<file path="src/rtl/lbc_pkg.sv">
// Shared types and constants for the load averaged blink controller.
package lbc_pkg;

  localparam int MAX_CH      = 4;
  localparam int MAG_MAX     = 32768;
  localparam int TOTAL_W     = 18;
  localparam int COUNT_W     = 20;
  localparam int QUEUE_DEPTH = 2;

  localparam logic OP_STATUS = 1'b0;
  localparam logic OP_TICK   = 1'b1;

  localparam logic [1:0] CFG_THR_LOW    = 2'd0;
  localparam logic [1:0] CFG_THR_MEDIUM = 2'd1;
  localparam logic [1:0] CFG_THR_HIGH   = 2'd2;

  localparam logic [15:0] THR_LOW_RESET    = 16'd9830;
  localparam logic [15:0] THR_MEDIUM_RESET = 16'd19661;
  localparam logic [15:0] THR_HIGH_RESET   = 16'd26214;

  localparam logic [1:0] RATE_SLOW      = 2'd0;
  localparam logic [1:0] RATE_MEDIUM    = 2'd1;
  localparam logic [1:0] RATE_FAST      = 2'd2;
  localparam logic [1:0] RATE_VERY_FAST = 2'd3;

  localparam logic [3:0][COUNT_W-1:0] INTERVALS = {
    20'd50000, 20'd100000, 20'd200000, 20'd500000
  };

  // exact divide by three for totals below 2^18
  localparam int         DIV3_SHIFT = 20;
  localparam logic [18:0] DIV3_RECIP = 19'd349526;

  typedef struct packed {
    logic               opcode;
    logic [3:0]         enable_mask;
    logic signed [15:0] duty_zero;
    logic signed [15:0] duty_one;
    logic signed [15:0] duty_two;
    logic signed [15:0] duty_three;
    logic [15:0]        elapsed_us;
  } in_item_t;

  typedef struct packed {
    logic        lamp_on;
    logic [15:0] overall_load;
    logic [1:0]  rate_level;
    logic        toggled;
  } out_item_t;

  typedef struct packed {
    logic                     is_tick;
    logic [MAX_CH-1:0]        mask;
    logic [MAX_CH-1:0][15:0]  mag;
    logic [15:0]              elapsed;
  } cmd_t;

endpackage

</file>
<file path="src/rtl/lbc_front.sv">
// Front end: accepts input items and turns them into queued commands.
module lbc_front #(
  parameter int CHANNEL_COUNT = 4
) (
  input  logic            item_valid,
  output logic            item_stall,
  input  lbc_pkg::in_item_t item,
  input  logic            q_full,
  output logic            q_push,
  output lbc_pkg::cmd_t   q_cmd
);
  import lbc_pkg::*;

  localparam logic [MAX_CH-1:0] CHAN_MASK = MAX_CH'((1 << CHANNEL_COUNT) - 1);

  function automatic logic [15:0] mag16(input logic signed [15:0] d);
    logic [15:0] neg;
    begin
      neg = 16'(-d);
      mag16 = d[15] ? neg : d;
    end
  endfunction

  assign item_stall = q_full;
  assign q_push     = item_valid && !q_full;

  always_comb begin
    q_cmd.is_tick = (item.opcode == OP_TICK);
    q_cmd.mask    = item.enable_mask & CHAN_MASK;
    q_cmd.mag[0]  = mag16(item.duty_zero);
    q_cmd.mag[1]  = mag16(item.duty_one);
    q_cmd.mag[2]  = mag16(item.duty_two);
    q_cmd.mag[3]  = mag16(item.duty_three);
    q_cmd.elapsed = item.elapsed_us;
  end

endmodule

</file>
<file path="src/rtl/lbc_queue.sv">
// Short command queue between the front end and the back end.
module lbc_queue (
  input  logic          clk,
  input  logic          rst,
  input  logic          push,
  input  lbc_pkg::cmd_t push_cmd,
  output logic          full,
  input  logic          pop,
  output lbc_pkg::cmd_t pop_cmd,
  output logic          nonempty
);
  import lbc_pkg::*;

  localparam int PTR_W = $clog2(QUEUE_DEPTH);
  localparam int CNT_W = $clog2(QUEUE_DEPTH + 1);
  localparam logic [PTR_W-1:0] LAST_PTR = PTR_W'(QUEUE_DEPTH - 1);
  localparam logic [CNT_W-1:0] FULL_CNT = CNT_W'(QUEUE_DEPTH);

  cmd_t             slots [QUEUE_DEPTH];
  logic [PTR_W-1:0] wr_ptr;
  logic [PTR_W-1:0] rd_ptr;
  logic [CNT_W-1:0] count;

  assign full     = (count == FULL_CNT);
  assign nonempty = (count != '0);
  assign pop_cmd  = slots[rd_ptr];

  always_ff @(posedge clk) begin
    if (push) begin
      slots[wr_ptr] <= push_cmd;
    end
  end

  always_ff @(posedge clk) begin
    if (rst) begin
      wr_ptr <= '0;
      rd_ptr <= '0;
      count  <= '0;
    end else begin
      if (push) begin
        wr_ptr <= (wr_ptr == LAST_PTR) ? '0 : wr_ptr + 1'b1;
      end
      if (pop) begin
        rd_ptr <= (rd_ptr == LAST_PTR) ? '0 : rd_ptr + 1'b1;
      end
      if (push && !pop) begin
        count <= count + 1'b1;
      end else if (pop && !push) begin
        count <= count - 1'b1;
      end
    end
  end

endmodule

</file>
<file path="src/rtl/lbc_back.sv">
// Back end: history rings, load average, blink timing and result register.
module lbc_back #(
  parameter int CHANNEL_COUNT = 4,
  parameter int HISTORY_DEPTH = 16
) (
  input  logic               clk,
  input  logic               rst,
  input  logic               cmd_valid,
  input  lbc_pkg::cmd_t      cmd_in,
  output logic               cmd_pop,
  input  logic               cfg_write_en,
  input  logic [1:0]         cfg_index,
  input  logic [15:0]        cfg_data,
  output logic               result_valid,
  input  logic               result_stall,
  output lbc_pkg::out_item_t result
);
  import lbc_pkg::*;

  localparam int CH_W    = (CHANNEL_COUNT > 1) ? $clog2(CHANNEL_COUNT) : 1;
  localparam int POS_W   = $clog2(HISTORY_DEPTH);
  localparam int SLOTS   = CHANNEL_COUNT * HISTORY_DEPTH;
  localparam int ADDR_W  = $clog2(SLOTS);
  localparam int SUM_W   = $clog2(HISTORY_DEPTH * MAG_MAX + 1);
  localparam int RSHIFT  = SUM_W + POS_W;
  localparam int RECIP_W = SUM_W + 2;
  localparam int PROD_W  = SUM_W + RECIP_W;
  localparam longint unsigned RECIP_VAL =
    ((64'd1 << RSHIFT) + 64'(HISTORY_DEPTH) - 64'd1) / 64'(HISTORY_DEPTH);
  localparam logic [RECIP_W-1:0] RECIP    = RECIP_W'(RECIP_VAL);
  localparam logic [CH_W-1:0]    LAST_CH  = CH_W'(CHANNEL_COUNT - 1);
  localparam logic [POS_W-1:0]   LAST_POS = POS_W'(HISTORY_DEPTH - 1);
  localparam logic [ADDR_W-1:0]  RING_LEN = ADDR_W'(HISTORY_DEPTH);

  localparam logic [2:0] ST_IDLE   = 3'd0;
  localparam logic [2:0] ST_TICK   = 3'd1;
  localparam logic [2:0] ST_READ   = 3'd2;
  localparam logic [2:0] ST_UPDATE = 3'd3;
  localparam logic [2:0] ST_MULT   = 3'd4;
  localparam logic [2:0] ST_ACCUM  = 3'd5;
  localparam logic [2:0] ST_DIVIDE = 3'd6;
  localparam logic [2:0] ST_DONE   = 3'd7;

  logic [2:0]          state;
  cmd_t                cmd;
  logic [CH_W-1:0]     ch;
  logic [POS_W-1:0]    pos  [CHANNEL_COUNT];
  logic [SUM_W-1:0]    sums [CHANNEL_COUNT];
  logic [15:0]         mem  [SLOTS];
  logic [SLOTS-1:0]    filled;
  logic [15:0]         rd_data;
  logic                rd_filled;
  logic [PROD_W-1:0]   prod;
  logic [TOTAL_W-1:0]  total;
  logic [2:0]          active;
  logic [15:0]         load;
  logic                lamp;
  logic [COUNT_W-1:0]  count;
  logic                toggle_flag;
  logic [15:0]         thr_low;
  logic [15:0]         thr_medium;
  logic [15:0]         thr_high;

  logic [ADDR_W-1:0]           addr;
  logic [15:0]                 cur_mag;
  logic [15:0]                 old_mag;
  logic [SUM_W-1:0]            sum_next;
  logic [15:0]                 avg;
  logic [TOTAL_W+18:0]         div3_prod;
  logic [15:0]                 mean;
  logic [COUNT_W:0]            tick_sum;
  logic [COUNT_W-1:0]          count_next;
  logic [1:0]                  rate_now;
  logic                        out_free;

  assign cmd_pop  = (state == ST_IDLE) && cmd_valid;
  assign out_free = !result_valid || !result_stall;
  assign addr     = ADDR_W'(ch) * RING_LEN + ADDR_W'(pos[ch]);
  assign cur_mag  = cmd.mag[ch];
  assign old_mag  = rd_filled ? rd_data : 16'd0;
  assign sum_next = sums[ch] - SUM_W'(old_mag) + SUM_W'(cur_mag);
  assign avg      = 16'(prod >> RSHIFT);
  assign div3_prod = total * DIV3_RECIP;
  assign tick_sum  = {1'b0, count} + (COUNT_W + 1)'(cmd.elapsed);
  assign count_next = tick_sum[COUNT_W] ? '1 : tick_sum[COUNT_W-1:0];

  always_comb begin
    priority if (load < thr_low) begin
      rate_now = RATE_SLOW;
    end else if (load < thr_medium) begin
      rate_now = RATE_MEDIUM;
    end else if (load < thr_high) begin
      rate_now = RATE_FAST;
    end else begin
      rate_now = RATE_VERY_FAST;
    end
  end

  always_comb begin
    unique case (active)
      3'd0:    mean = 16'd0;
      3'd1:    mean = 16'(total);
      3'd2:    mean = 16'(total >> 1);
      3'd3:    mean = 16'(div3_prod >> DIV3_SHIFT);
      3'd4:    mean = 16'(total >> 2);
      default: mean = 16'd0;
    endcase
  end

  always_ff @(posedge clk) begin
    if (state == ST_READ) begin
      rd_data <= mem[addr];
    end
    if (state == ST_UPDATE) begin
      mem[addr] <= cur_mag;
    end
  end

  always_ff @(posedge clk) begin
    if (rst) begin
      filled    <= '0;
      rd_filled <= 1'b0;
    end else begin
      if (state == ST_READ) begin
        rd_filled <= filled[addr];
      end
      if (state == ST_UPDATE) begin
        filled[addr] <= 1'b1;
      end
    end
  end

  always_ff @(posedge clk) begin
    if (rst) begin
      state        <= ST_IDLE;
      load         <= 16'd0;
      lamp         <= 1'b0;
      count        <= '0;
      result_valid <= 1'b0;
      thr_low      <= THR_LOW_RESET;
      thr_medium   <= THR_MEDIUM_RESET;
      thr_high     <= THR_HIGH_RESET;
      for (int i = 0; i < CHANNEL_COUNT; i++) begin
        pos[i]  <= '0;
        sums[i] <= '0;
      end
    end else begin
      if (cfg_write_en) begin
        unique case (cfg_index)
          CFG_THR_LOW:    thr_low    <= cfg_data;
          CFG_THR_MEDIUM: thr_medium <= cfg_data;
          CFG_THR_HIGH:   thr_high   <= cfg_data;
          default:        ;
        endcase
      end
      if (result_valid && !result_stall && state != ST_DONE) begin
        result_valid <= 1'b0;
      end
      unique case (state)
        ST_IDLE: begin
          if (cmd_valid) begin
            cmd         <= cmd_in;
            ch          <= '0;
            total       <= '0;
            active      <= 3'd0;
            toggle_flag <= 1'b0;
            state       <= cmd_in.is_tick ? ST_TICK : ST_READ;
          end
        end
        ST_TICK: begin
          if (count_next >= INTERVALS[rate_now]) begin
            lamp        <= !lamp;
            count       <= '0;
            toggle_flag <= 1'b1;
          end else begin
            count <= count_next;
          end
          state <= ST_DONE;
        end
        ST_READ: begin
          if (cmd.mask[ch]) begin
            state <= ST_UPDATE;
          end else if (ch == LAST_CH) begin
            state <= ST_DIVIDE;
          end else begin
            ch <= ch + 1'b1;
          end
        end
        ST_UPDATE: begin
          sums[ch] <= sum_next;
          pos[ch]  <= (pos[ch] == LAST_POS) ? '0 : pos[ch] + 1'b1;
          state    <= ST_MULT;
        end
        ST_MULT: begin
          prod  <= PROD_W'(sums[ch]) * PROD_W'(RECIP);
          state <= ST_ACCUM;
        end
        ST_ACCUM: begin
          total  <= total + TOTAL_W'(avg);
          active <= active + 1'b1;
          if (ch == LAST_CH) begin
            state <= ST_DIVIDE;
          end else begin
            ch    <= ch + 1'b1;
            state <= ST_READ;
          end
        end
        ST_DIVIDE: begin
          load  <= mean;
          state <= ST_DONE;
        end
        ST_DONE: begin
          if (out_free) begin
            result_valid <= 1'b1;
            result       <= '{lamp_on: lamp, overall_load: load,
                              rate_level: rate_now, toggled: toggle_flag};
            state        <= ST_IDLE;
          end
        end
        default: state <= ST_IDLE;
      endcase
    end
  end

endmodule

</file>
<file path="src/rtl/load_averaged_blink_controller_top.sv">
// Top level of the load averaged blink controller.
// A status item takes a ring read, ring write and sum update, scaling
// multiply and accumulate per enabled channel and a ring read per disabled
// channel, then the divide; a tick item takes the blink counter update.
// The back end's channel sequencer works one item at a time; a two-entry
// command queue lets new items in while the back end is busy, and the
// result register lets it finish an item while the previous result still
// waits. History starts out as zero through per-entry valid bits, so no
// clearing pass follows reset.
module load_averaged_blink_controller_top #(
  parameter int CHANNEL_COUNT = 4,
  parameter int HISTORY_DEPTH = 16
) (
  input  logic               clk,
  input  logic               rst,
  input  logic               item_valid,
  output logic               item_stall,
  input  lbc_pkg::in_item_t  item,
  output logic               result_valid,
  input  logic               result_stall,
  output lbc_pkg::out_item_t result,
  input  logic               cfg_write_en,
  input  logic [1:0]         cfg_index,
  input  logic [15:0]        cfg_data
);
  import lbc_pkg::*;

  logic q_full;
  logic q_push;
  logic q_pop;
  logic q_nonempty;
  cmd_t q_in_cmd;
  cmd_t q_out_cmd;

  lbc_front #(.CHANNEL_COUNT(CHANNEL_COUNT)) u_front (
    .item_valid (item_valid),
    .item_stall (item_stall),
    .item       (item),
    .q_full     (q_full),
    .q_push     (q_push),
    .q_cmd      (q_in_cmd)
  );

  lbc_queue u_queue (
    .clk      (clk),
    .rst      (rst),
    .push     (q_push),
    .push_cmd (q_in_cmd),
    .full     (q_full),
    .pop      (q_pop),
    .pop_cmd  (q_out_cmd),
    .nonempty (q_nonempty)
  );

  lbc_back #(
    .CHANNEL_COUNT (CHANNEL_COUNT),
    .HISTORY_DEPTH (HISTORY_DEPTH)
  ) u_back (
    .clk          (clk),
    .rst          (rst),
    .cmd_valid    (q_nonempty),
    .cmd_in       (q_out_cmd),
    .cmd_pop      (q_pop),
    .cfg_write_en (cfg_write_en),
    .cfg_index    (cfg_index),
    .cfg_data     (cfg_data),
    .result_valid (result_valid),
    .result_stall (result_stall),
    .result       (result)
  );

endmodule

</file>
<file path="config.mk">
export PLATFORM = sky130hd
export DESIGN_NAME = load_averaged_blink_controller_top
export DESIGN_NICKNAME = d
export VERILOG_FILES = /design/src/rtl/lbc_pkg.sv /design/src/rtl/lbc_front.sv /design/src/rtl/lbc_queue.sv /design/src/rtl/lbc_back.sv /design/src/rtl/load_averaged_blink_controller_top.sv
export SDC_FILE = /design/constraint.sdc
export NUM_CORES = 2
export LEC_CHECK = 0
export BUFFER_PORTS_ARGS = -buffer_cell sky130_fd_sc_hd__buf_4
export CAP_MARGIN = 20
export CORE_UTILIZATION = 53
export CTS_CLUSTER_DIAMETER = 150
export DETAILED_ROUTE_END_ITERATION = 6
export PLACE_DENSITY_LB_ADDON = 0.25
export SLEW_MARGIN = 0
export SYNTH_ARGS = -nofsm -noshare
export SYNTH_HDL_FRONTEND = slang
export SYNTH_SLANG_ARGS = --single-unit
</file>
<file path="constraint.sdc">
create_clock -name clk -period 6.45 [get_ports clk]
set_input_delay 0.3225 -clock clk [delete_from_list [all_inputs] [get_ports clk]]
set_output_delay 0.3225 -clock clk [all_outputs]
set_load 0.03 [all_outputs]
</file>
== Yosys cells after proc, flatten, opt, wreduce, memory -nomap -nowiden ==
Memory sizes are Yosys's and may differ from the RTL's. A register that Yosys moved wholly into a read port is not among the register bits.
Cells that the tools add are included.

* $add $sub $neg: 16
* $mul: 1
* Div/mod/pow operators: 0
* $lt $le $gt $ge: 8
* Equality and inequality tests: 22
* Shift-type cells: 0
* Multiplexer cells: 65
* Bitwise operators: 2
* Reduce and logical (&&, ||, !) cells: 35

{| class="wikitable"
|+ Operator list
! operator !! count
|-
| 16-bit 2-to-1 mux || 6
|-
| 20-bit 2-to-1 mux || 4
|-
| 16-bit negator || 4
|-
| 64-bit bitwise OR || 1
|-
| 16-bit one-hot mux with 4 select lines || 1
|-
| 16-bit < comparator || 3
|-
| 20-bit binary-select mux with 2-bit select || 1
|-
| 18-bit one-hot mux with 2 select lines || 1
|-
| 18-bit by 18-bit multiplier with 35-bit output (second input constant) || 1
|-
| 16-bit binary-select mux with 2-bit select || 1
|-
| 2-bit 2-to-1 mux || 12
|-
| 1-bit 2-to-1 mux || 23
|-
| 20-bit by 16-bit adder with 21-bit output || 1
|-
| 3-bit one-hot mux with 7 select lines || 1
|-
| 20-bit by 16-bit adder with 20-bit output || 1
|-
| 20-bit greater-or-equal comparator || 1
|-
| 20-bit OR reduction || 1
|-
| 20-bit by 16-bit subtractor with 20-bit output || 1
|-
| 18-bit by 16-bit adder with 18-bit output || 1
|-
| 18-bit 2-to-1 mux || 1
|-
| 3-bit 2-to-1 mux || 6
|-
| 3-bit equality test (second input constant) || 5
|-
| 3-bit by 2-bit equality test with 1-bit output (second input constant) || 4
|-
| 3-bit AND reduction || 4
|-
| 35 further kinds || 64
|}

* Flip-flop bits (word level): 306
* Bits in latches: 0
* Memory bits (writable): 1290
* Memory bits (read-only): 0
* Output and inout bits: 22
* Memories kept: 4

{| class="wikitable"
|+ Memories
! memory !! words !! width !! read ports !! clocked after Yosys merged registers in !! wr ports !! RTL line !! text
|-
| u_back.mem || 64 || 16 || 1 || 1 || 1 || lbc_back.sv:49 || <nowiki>logic [15:0] mem [SLOTS];</nowiki>
|-
| u_queue.slots || 2 || 85 || 1 || 1 || 1 || lbc_queue.sv:19 || <nowiki>cmd_t slots [QUEUE_DEPTH];</nowiki>
|-
| u_back.sums || 4 || 20 || 1 || 1 || 4 || lbc_back.sv:48 || <nowiki>logic [SUM_W-1:0] sums [CHANNEL_COUNT];</nowiki>
|-
| u_back.pos || 4 || 4 || 1 || 1 || 4 || lbc_back.sv:47 || <nowiki>logic [POS_W-1:0] pos [CHANNEL_COUNT];</nowiki>
|}

== Longest topological paths before layout ==
* Depth in word-level cells: 9
* Mapped depth: 23
* Gate-level depth less buffers: 22

== By module ==
Synthesis repeated with hierarchy kept, for this count alone.

* Cell total of the unflattened synthesis: 4858
* Area, all modules: 70497.6 um^2

{| class="wikitable"
|+ Modules (own cells, without submodules)
! module !! instances !! cells each !! area an instance (um^2) !! seq. area each (um^2)
|-
| lbc_back || 1 || 4361 || 62571.3 || 41559.9
|-
| lbc_queue || 1 || 286 || 6348.6 || 5205.0
|-
| lbc_front || 1 || 211 || 1577.8 || 0.0
|}

== Worst setup path before layout ==
Ideal clock, no wire load.

* Path kind: reg2reg
* From: register u_back.total[2]
* To: register u_back.load[15]
* Library setup time: 0.132 ns
* Arrival: 5.342 ns
* Data required time: 6.318 ns
* Slack: 0.976 ns
* Stages on the path, launching flop included: 20
* Buffers on the path: 0
* Period minus slack after synthesis: 5.474 ns
* Cell sequence: edfxtp_1 -> ha_1 -> fa_1 -> inv_1 -> fa_1 -> inv_1 -> fa_1 -> fa_1 -> inv_1 -> fa_1 -> inv_1 -> ha_1 -> and3_1 -> a31o_2 -> o2111ai_1 -> nand3_1 -> and4_1 -> a2111oi_0 -> xnor2_1 -> o22ai_1

* Cells in the longest elaborated chain, start to end: 2

{| class="wikitable"
|+ RTL lines
! element !! RTL line !! text
|-
| from (decl) || lbc_back.sv:54 || <nowiki>logic [TOTAL_W-1:0] total;</nowiki>
|-
| from (signal assigned) || lbc_back.sv:199 || <nowiki>total <= total + TOTAL_W'(avg);</nowiki>
|-
| 18-bit by 18-bit multiplier with 35-bit output || lbc_back.sv:83 || <nowiki>assign div3_prod = total * DIV3_RECIP;</nowiki>
|-
| 16-bit one-hot mux with 4 select lines || lbc_back.sv:100 || <nowiki>unique case (active)</nowiki>
|-
| to (signal assigned) || lbc_back.sv:209 || <nowiki>load <= mean;</nowiki>
|-
| to (decl) || lbc_back.sv:56 || <nowiki>logic [15:0] load;</nowiki>
|}

Every way passes these cells.
A chain may end at the register's enable or synchronous reset.

== Worst setup path in the final report ==
Same ends and word-level chain as after synthesis.

==> results_dict.tcl <==
set metrics [dict create \
    synth-edff-count 1450 \
    grt_pass1_vias 42531 \
    grt_max_degree 80 \
    hold_ws_ns 0.0638 \
    wl_per_cell_microns 25.9 \
    diodes 0 \
    clockBufferDepth 3 \
    maxSlewViolCount 0 \
    clk-insertion-delay-late_ns 0.81 \
    dr.pass1.iters 6 \
    grt_pass1_wl_microns 272000 \
    post-cts-setup-buffer-count 0 \
    worst_pin_slew_ns 1.19 \
    worst_slack_ns 0.412 \
    worstSetupPathType "reg -> reg" \
    numCtsBuffers 161 \
    arrival_ns 6.67 \
    grtUsageMet3 0.0573 \
    intPower_w 0.0274 \
    pwr-share-clk 0.202 \
    h-tree-depth 4 \
    pin_count 130 \
    drive_above_1_share 0.139 \
    ys_ff_latch 1611 \
    drc 0 \
    combPwrFrac 0.506 \
    ys_top_cells_by_area "edfxtp_1, a22oi_1, ha_1" \
    grt-busiest-layer "met2" \
    viasPerCell 6.11 \
    synth_top_flop_cell "edfxtp_1" \
    ys_async_sr_fraction 0 \
    startpoint_type "flip-flop" \
    hold_viol_final 0 \
    synth_area_sq_mm 0.0702 \
    antenna_found_initial 4 \
    finish.utilization 0.613 \
    outcome "finished clean" \
    fin_tns_setup_ns 0 \
    clock-sinks 1611 \
    syn-mean-instance-area_sq_um 14.4 \
    p_leak_nw 28.8 \
    syn_nets 5382 \
    cts_tree "built" \
    syn_inst 4872 \
    end_kind "flip-flop" \
    pre_cts_slack_ns 0.436 \
    io_buffers 129 \
    ys_warn_count 0 \
    required_ns 7.08 \
    place_congestion 0.942 \
    num_vias 43486 \
    rsz0062_at_grt "no" \
    maxCapViolCount 0 \
    cts-root-buf "clkbuf_16" \
    synthToLayoutAreaGrowth_pct 14.9 \
    post-route-period-util 0.936 \
    row_count 133 \
    fin_skew_ns 0.0344 \
    reg2reg_from "u_back.total[2]" \
    met2_usage 0.425 \
    timing.fmax_mhz 166 \
    coreArea_sq_mm 0.131 \
    max-slew-margin-rel 0.208 \
    synth.distinct_cells 85 \
    track_usage 0.272 \
    dieHeight_microns 366 \
    synth_top_area_share 0.621 \
    wl_microns 184000 \
    die_x_microns 366 \
    p_seq_frac 0.291 \
    synth_top_area_cell "edfxtp_1" \
    clk_pin_slew_ns 0.06 \
    start_util 0.534 \
    antenna_left 0 \
    startpoint "u_back.total[2]" \
    seq_area_frac_synth 0.667 \
    die_area_sq_mm 0.134 \
    drt-initial-drc-count 5018 \
    finalSetupViolCount 0 \
    ctsResizeCount 0 \
    crit_fanout 10 \
    finalNetCount 5740 \
    grt_overflow 0 \
    p_per_area_mw_per_mm2 574 \
    hold_class "in -> reg" \
    peakVddDrop_uv 1290 \
    power_w 0.0463 \
    min_from "item[49]" \
    min_period_ns 6.04 \
    swShare 0.408 \
    switching_power_w 0.0189 \
    dpl.hpwl_microns 113000 \
    met1_usage 0.381 \
]
-- metal layers --
metal  wire (microns)  up-vias  part of all wire
met5               12        -          0.000065
met4             5500        2             0.030
met3            17500      317             0.095
met2            85500     2140              0.46
met1            75600    21777              0.41
li1                 -    19250                 -
-- logic make-up (layout without fill, tap and decap cells) --
kind of cell	after synthesis	after routing	share of synthesized area
AOI/OAI and AO/OA	1077	1077	0.109
xor gates and xnor gates	122	122	0.0152
adders and majority gates	402	402	0.0851
buffers and inverters	597	1092	0.0338
DFF	1611	1611	0.667
muxes	137	137	0.0282
and+or+nand+nor	926	926	0.0617
-- placed cells by master (no fill, tap or decap), drive strengths merged, types with 11 or more instances in the layout --
cell type,instances
a211o,27
a211oi,19
a21o,33
a21oi,168
a221oi,51
a22o,62
a22oi,467
a31oi,54
and2,34
and3,25
buf,288
bufinv,14
clkbuf,201
clkinv,74
dfxtp,161
dlygate4sd3,114
edfxtp,1450
fa,125
ha,277
inv,395
mux2,90
mux4,38
nand2,205
nand2b,34
nand3,23
nand4,106
nor2,389
nor2b,22
nor3,27
o21a,17
o21ai,94
o31ai,12
or2,14
or3,11
or4,11
xnor2,79
xor2,43
-- worst max-delay path, stage by stage (launching register included) --
cell and delay [ns]:
edfxtp_1 0.57, ha_1 0.45, fa_1 0.53, inv_1 0.06, fa_1 0.50, inv_1 0.06, fa_1 0.46, fa_1 0.51
inv_1 0.05, fa_1 0.47, inv_1 0.04, ha_1 0.33, and3_1 0.20, a31o_2 0.26, o2111ai_1 0.21, nand3_1 0.20
and4_1 0.25, a2111oi_0 0.45, xnor2_1 0.17, o22ai_1 0.10
-- final timing paths --
kind	cells after the start	endpoint	slack (ns)
worst min register to register	2	u_back.thr_low[7]	0.45
worst min-delay path	3	u_queue.slots[1][33]	0.06
worst max-delay path	19	u_back.load[15]	0.41
worst max register to register	19	u_back.load[15]	0.41
-- stage by stage --
| step | cells | cell area, sq um |
|---|---|---|
| after floorplan | 4872 | 70200 |
| after global placement | 6685 | 73700 |
| after detailed placement | 6694 | 73900 |
| after CTS | 7108 | 80400 |
| after global routing | 7122 | 80600 |
| final | 7122 | 80600 |
-- timing repair --
item	4_1_cts	5_1_grt
hold buffers	114	0
hold endpoints to repair	240	0
endpoints found under the setup margin	0	0
-- sequential cells by signal (all words and copies together) (netlist names), 16 cells and up, named ones only --
register,cells
u_back.sums,80
u_back.filled,64
u_back.cmd,84
u_back.load,16
u_back.total,18
u_back.pos,16
u_back.thr_high,16
u_back.mem,1024
u_back.count,20
u_back.thr_medium,16
u_back.result,20
u_queue.slots,170
u_back.prod,16
u_back.thr_low,16
u_back.rd_data,16
-- power by group through the flow --
stage,combinational (W),sequential [W],clock [W]
after floorplan,0.0163,0.0135,0
after global placement,0.0228,0.0137,0
after detailed placement,0.0230,0.0137,0
after CTS,0.0233,0.0135,0.00945
after global routing,0.0258,0.0135,0.00987
final,0.0234,0.0135,0.00937
-- Yosys cell counts, types with 12 or more instances --
library cell     n
edfxtp_1      1450
a22oi_1        464
inv_1          387
nor2_1         385
ha_1           277
nand2_1        204
a21oi_1        168
dfxtp_1        161
fa_1           125
clkbuf_1       113
nand4_1        106
o21ai_0         92
mux2_2          89
xnor2_1         79
a22o_1          62
a31oi_1         54
a221oi_1        49
buf_2           49
xor2_1          43
mux4_2          38
buf_1           35
nand2b_1        34
a21o_1          33
and2_1          33
a211o_1         27
and3_1          25
nor3_1          24
nand3_1         23
nor2b_1         21
a211oi_1        19
o21a_1          17
or2_2           14
o31ai_1         12
-- layout make-up --
class	count	area, sq um
Fill cell	9783	50900
Sequential cell	1611	46800
Multi-Input combinational cell	2664	21200
Clock buffer	200	4300
Timing Repair Buffer	403	3650
Tap cell	1755	2200
Inverter	389	1460
Clock inverter	100	1020
No activity file was read; power rests on OpenSTA's default activity.
